`src/rtl/mi3_pkg.sv`:
```
// Package: shared types, constants and helpers for the 3x3 matrix inverse.
`timescale 1ns / 1ps
package mi3_pkg;

  localparam int ElemW  = 24;
  localparam int CofW   = 49;
  localparam int DetW   = 73;
  localparam int DmagW  = 72;
  localparam int DetOutW = 48;
  localparam int QW     = 25;
  localparam int LaneSt = QW + 1;
  localparam int NumSt  = 4 + LaneSt + 1;

  typedef logic signed [ElemW-1:0] elem_t;
  typedef logic signed [CofW-1:0]  cof_t;

  typedef struct packed {
    logic [QW-1:0] q;
    logic          sat;
    logic          neg;
  } mi3_quot_t;

  function automatic logic [ElemW-1:0] quot_sat(mi3_quot_t r);
    logic [QW:0] mag;
    logic [QW:0] neg_mag;
    mag = r.sat ? {1'b1, {QW{1'b0}}} : {1'b0, r.q};
    neg_mag = -mag;
    if (r.neg) begin
      if (mag > (QW+1)'(24'h800000)) quot_sat = 24'h800000;
      else quot_sat = neg_mag[ElemW-1:0];
    end else begin
      if (mag > (QW+1)'(24'h7FFFFF)) quot_sat = 24'h7FFFFF;
      else quot_sat = mag[ElemW-1:0];
    end
  endfunction

endpackage

```
`src/rtl/mi3_cof_lane.sv`:
```
// One cofactor lane: two products, difference, sign.
`timescale 1ns / 1ps
module mi3_cof_lane #(
  parameter bit NEG = 1'b0
) (
  input  logic                 clk,
  input  logic [1:0]           en,
  input  mi3_pkg::elem_t       x0,
  input  mi3_pkg::elem_t       y0,
  input  mi3_pkg::elem_t       x1,
  input  mi3_pkg::elem_t       y1,
  output mi3_pkg::cof_t        cof
);
  import mi3_pkg::*;

  logic signed [2*ElemW-1:0] p0;
  logic signed [2*ElemW-1:0] p1;
  logic signed [CofW-1:0]    diff;

  assign diff = {p0[2*ElemW-1], p0} - {p1[2*ElemW-1], p1};

  always_ff @(posedge clk) begin
    if (en[0]) begin
      p0 <= x0 * y0;
      p1 <= x1 * y1;
    end
    if (en[1]) begin
      cof <= NEG ? -diff : diff;
    end
  end

endmodule

```
`config.mk`:
```
export PLATFORM = sky130hd
export DESIGN_NAME = mi3_cof_lane
export DESIGN_NICKNAME = d
export VERILOG_FILES = /design/src/rtl/mi3_pkg.sv /design/src/rtl/mi3_cof_lane.sv
export SDC_FILE = /design/constraint.sdc
export NUM_CORES = 2
export LEC_CHECK = 0
export ABC_AREA = 1
export CAP_MARGIN = 30
export CORE_AREA = 2 2 398 400
export DETAILED_ROUTE_END_ITERATION = 6
export DIE_AREA = 0 0 400 402
export DONT_BUFFER_PORTS = 1
export PLACE_DENSITY = 0.61
export SYNTH_ARGS = -nofsm -noshare
export SYNTH_HDL_FRONTEND = slang
export SYNTH_SLANG_ARGS = --single-unit
```
`constraint.sdc`:
```
create_clock -name clk -period 6.1 [get_ports clk]
set_input_delay 0.61 -clock clk [delete_from_list [all_inputs] [get_ports clk]]
set_output_delay 0.61 -clock clk [all_outputs]
set_load 0.1 [all_outputs]
```
Word-level counts from Yosys, hierarchy flattened
Index checks and enable logic that the tools add are counted.
{ "word_totals": {"reg_bits": 145, "input_bits": 99, "output_inout_bits": 49, "word_cells": 6} }
{ "classes": {"addsub": 1, "multipliers": 2} }
{ "ops": {"columns": ["cell", "n"], "rows": [
  ["$mul A24 B24 Y48", 2],
  ["$sub A48 B48 Y49", 1]
]} }

Depth between registers and ports, before layout
{ "logic_depth": {"depth_word": 1, "ltp_mapped": 30} }

Worst setup path after synthesis
OpenSTA, ideal clock, no wires.
{ "synth_path": {"path_type": "input -> register", "startpoint": "in x0[23]", "endpoint": "reg p0[45] (data pin)", "setup_time_ns": 0.254, "t_arrival_ns": 6.385, "required_time_ns": 5.846, "slack_ns": -0.538, "path_stages": 24, "n_path_buf": 1, "path_cell_list": "clkbuf_1 nand2_1 inv_1 fa_1 fa_1 inv_1 fa_1 inv_1 fa_1 fa_1 inv_1 fa_1 inv_1 fa_1 ha_1 nand2_1 inv_1 nand2_1 nor3_1 nand2_1 nor2_2 nand2_2 nand4_1 nand2_1"} }
{ "synth_via": {"elab_chain_cells": 1} }
{ "synth_lines": {"columns": ["item", "line_no", "source"], "rows": [
  ["from (decl)", "mi3_cof_lane.sv:8", "input mi3_pkg::elem_t x0,"],
  ["$mul A24 B24 Y48", "mi3_cof_lane.sv:24", "p0 <= x0 * y0;"],
  ["to (signal assigned)", "mi3_cof_lane.sv:24", null],
  ["to (decl)", "mi3_cof_lane.sv:16", "logic signed [2*ElemW-1:0] p0;"]
]} }
Every way passes these cells.
A chain may end at the register's enable or synchronous reset.

Worst setup path in the final report
{ "layout_path": {"startpoint": "in y0[3]", "endpoint": "reg p0[37] (data pin)"} }
{ "layout_via": {"elab_chain_cells": 1} }
{ "layout_lines": {"columns": ["item", "line_no", "source"], "rows": [
  ["from (decl)", "mi3_cof_lane.sv:9", "input mi3_pkg::elem_t y0,"],
  ["$mul A24 B24 Y48", "mi3_cof_lane.sv:24", null]
]} }
Every way passes these cells.

==> results.tsv <==
metric	value	unit
status	finished clean	
WP depth	20	
clock root buffer	clkbuf_16	
CTS tree	built	
Distinct cells, synth	38	
I/O pin total	148	
cell count after synthesis	7069	
Hold WC Path Type	in2reg	
WHS Path Cells	0	
Detailed Route WL	162000	um
Placement Rows	146	
ant diodes	0	
CP arrival	6160	ps
Routed WL per cell	17.5	um
Max Transition Viols Final	0	
maximum buffer depth of the clock tree	2	
worst skew pair latency	460	ps
fin crit share	97.8	%
syn nets	8699	
die height	402	um
dpl hpwl	136000	um
Sink Count	145	
critical path class	in2reg	
Final Hold Fails	0	
hold-fix buffers at CTS	0	
initial core utilization	34.6	%
Finished Layout Cells	9236	
Critical path buffers and inverters	4	
grt total ovfl	0	
Num CTS Buffers	17	
most used cell, CP	fa_1	
CP max FO	24	
Via Count	42897	
Hold EP	cof[11]	
pin count of the biggest net entering global routing	97	
nature of the critical path startpoint	input port	
Yosys warning count	0	
RSZ-0062 raised after global routing	true	
clock slew at reported path FFs	70	ps
# nets final	8781	
Cell Chain, Critical Path	nand2_1 -> inv_1 -> fa_1 -> fa_2 -> inv_2 -> buf_4 -> fa_1 -> inv_1 -> fa_1 -> fa_1 -> fa_1 -> fa_1 -> ha_1 -> nand2_1 -> nor2_1 -> nand2_1 -> nor3_4 -> nand4_1 -> nand4_1 -> nand2_1	
R2R Path End	cof[48]	
DRT iter0 DRCs	2979	
share of cells above drive strength 1	6.64	%
DRC violations left	0	
Worst R2R Setup Slack	3480	ps
most frequent cells in the layout	2235 x inv_1, 2090 x nand2_1, 1207 x fa_1	
H-tree levels	4	
Final Wtd Congestion	0.921	
Syn Area/Cell	7.69	um^2
Worst slew margin	32.5	%
dominant synthesized flop cell	edfxtp_1	
global-route wire length before repair	257000	um
vias in the first global route	46194	
Reg2Reg Depth	13	
hold wc startpoint	en[1]	
Avg Vias per Cell	4.64	
Worst path slowest cell	fa_2	
final setup vio count	0	
Least-Margin Pin Slew	1010	ps
core area	157000	um^2
number of nets with antenna violations after routing	0	
synthesized area	54400	um^2
delay-heaviest family, CP	adder cells	
most common cell after layout, fill and taps aside	inv_1	
endpoint class of the critical path	register	
drt pass-1 iters	5	
dpl cells	9202	
port buffer count	0	
total die area	161000	um^2
Die Wd	400	um
Tmin final	5970	ps
Async SR Flop Fraction	0	%
Fin Setup TNS	0	ps
Seq/Total Area, Yosys	8.01	%
CP required	6290	ps
Synth Register Bits	145	
R2R Path Start	p0[0]	
GRT Total Usage	20.6	%
initial antenna violation count	1	
achievable frequency	168	MHz
Clock Skew	11.7	ps
Filler Cell Count	16511	
area grow syn2layout	8.82	%
Max Cap Viol	0	
EDFF count, synth	145	
Critical Path Max Stage Delay	570	ps
-- kinds of logic (layout without fill, tap and decap cells) --
| logic type | Yosys count | in the layout | share of synthesized area, % |
|---|---|---|---|
| adders and majority gates | 1531 | 1531 | 52.0 |
| DFF | 145 | 145 | 8.01 |
| buffers and inverters | 2444 | 2539 | 16.9 |
| xor gates and xnor gates | 90 | 90 | 1.45 |
| AOI/OAI and AO/OA | 199 | 199 | 2.03 |
| and+or+nand+nor | 2660 | 2660 | 19.6 |
-- through the flow --
stage / util (%) / hold WS (ps) / instance area, um^2 / setup slack, ps
after floorplan: - / 607 / 54600 / -96.2
after global placement: 37.1 / 680 / 58400 / -701
after detailed placement: 37.1 / 663 / 58400 / -643
after CTS: 37.5 / 235 / 59000 / 12.4
after global routing: 37.7 / 229 / 59200 / -70.0
final: 37.7 / 259 / 59200 / 132
-- layer usage --
metal / vias up / global-route usage (%) / share of wire [%]
li1: 19942 / - / -
met1: 21370 / 27.3 / 43
met2: 1327 / 35.5 / 49
met3: 258 / 2.64 / 5.8
met4: 0 / 5.00 / 2.5
met5: - / 0 / 0
-- Yosys cell counts, types with 2 or more instances --
cell type  number  area share [%]
nand3b_1        2           0.028
o21ai_1         2           0.018
clkbuf_1      192             1.3
a21boi_2        2           0.041
nor2_4          5            0.10
o21ai_0        38            0.35
xor2_1         61            0.98
fa_1         1215              45
o21bai_1       15            0.21
xnor2_1        29            0.47
a21o_1          8            0.11
nand2_2        26            0.30
edfxtp_1      145             8.0
nor2_2         26            0.30
nor2_1        259             1.8
a21oi_1       123             1.1
o21ai_2         4           0.064
nand3_2        12            0.22
ha_1          316             7.3
inv_1        2243              15
nor3_2         12            0.22
nand4_1        46            0.53
or2_2          11            0.13
nor3_1          9           0.083
nand3_1       146             1.3
inv_2           9           0.062
a21oi_2         4           0.064
nand2_1      2099              14
-- how the worst max path moves through the flow --
| stage | slack [ps] | startpoint | to |
|---|---|---|---|
| 6_report | 130 | y0[3] | p0[37] |
| 5_1_grt | -70 | y0[0] | p0[37] |
| 3_3_place_gp | -700 | y0[23] | p0[38] |
| 2_1_floorplan | -100 | y1[2] | p1[46] |
| 4_1_cts | 10 | y0[0] | p0[37] |
| 3_5_place_dp | -640 | y0[23] | p0[38] |
-- registers in the layout, summed over array words and instances, names as in the netlist --
| register | count |
|---|---|
| p0 | 48 |
| p1 | 48 |
| cof | 49 |
-- area by class of cell --
class	count	area [um^2]	share of cell area [%]
Clock inverter	15	173	0.292
Clock buffer	17	425	0.719
Tap cell	2072	2590	4.38
Multi-Input combinational cell	4480	41200	69.6
Inverter	2252	8470	14.3
Sequential cell	145	4350	7.36
Timing Repair Buffer	255	1960	3.32
-- what timing repair did --
action                     in CTS  in global routing
setup endpoints to repair       1                 34
resized for setup               3                 46
setup buffers                   0                  2
pin swaps                       0                  6
Power is not shown: default switching activity piles up to over one toggle a cycle in this logic, so the estimate is an artifact.
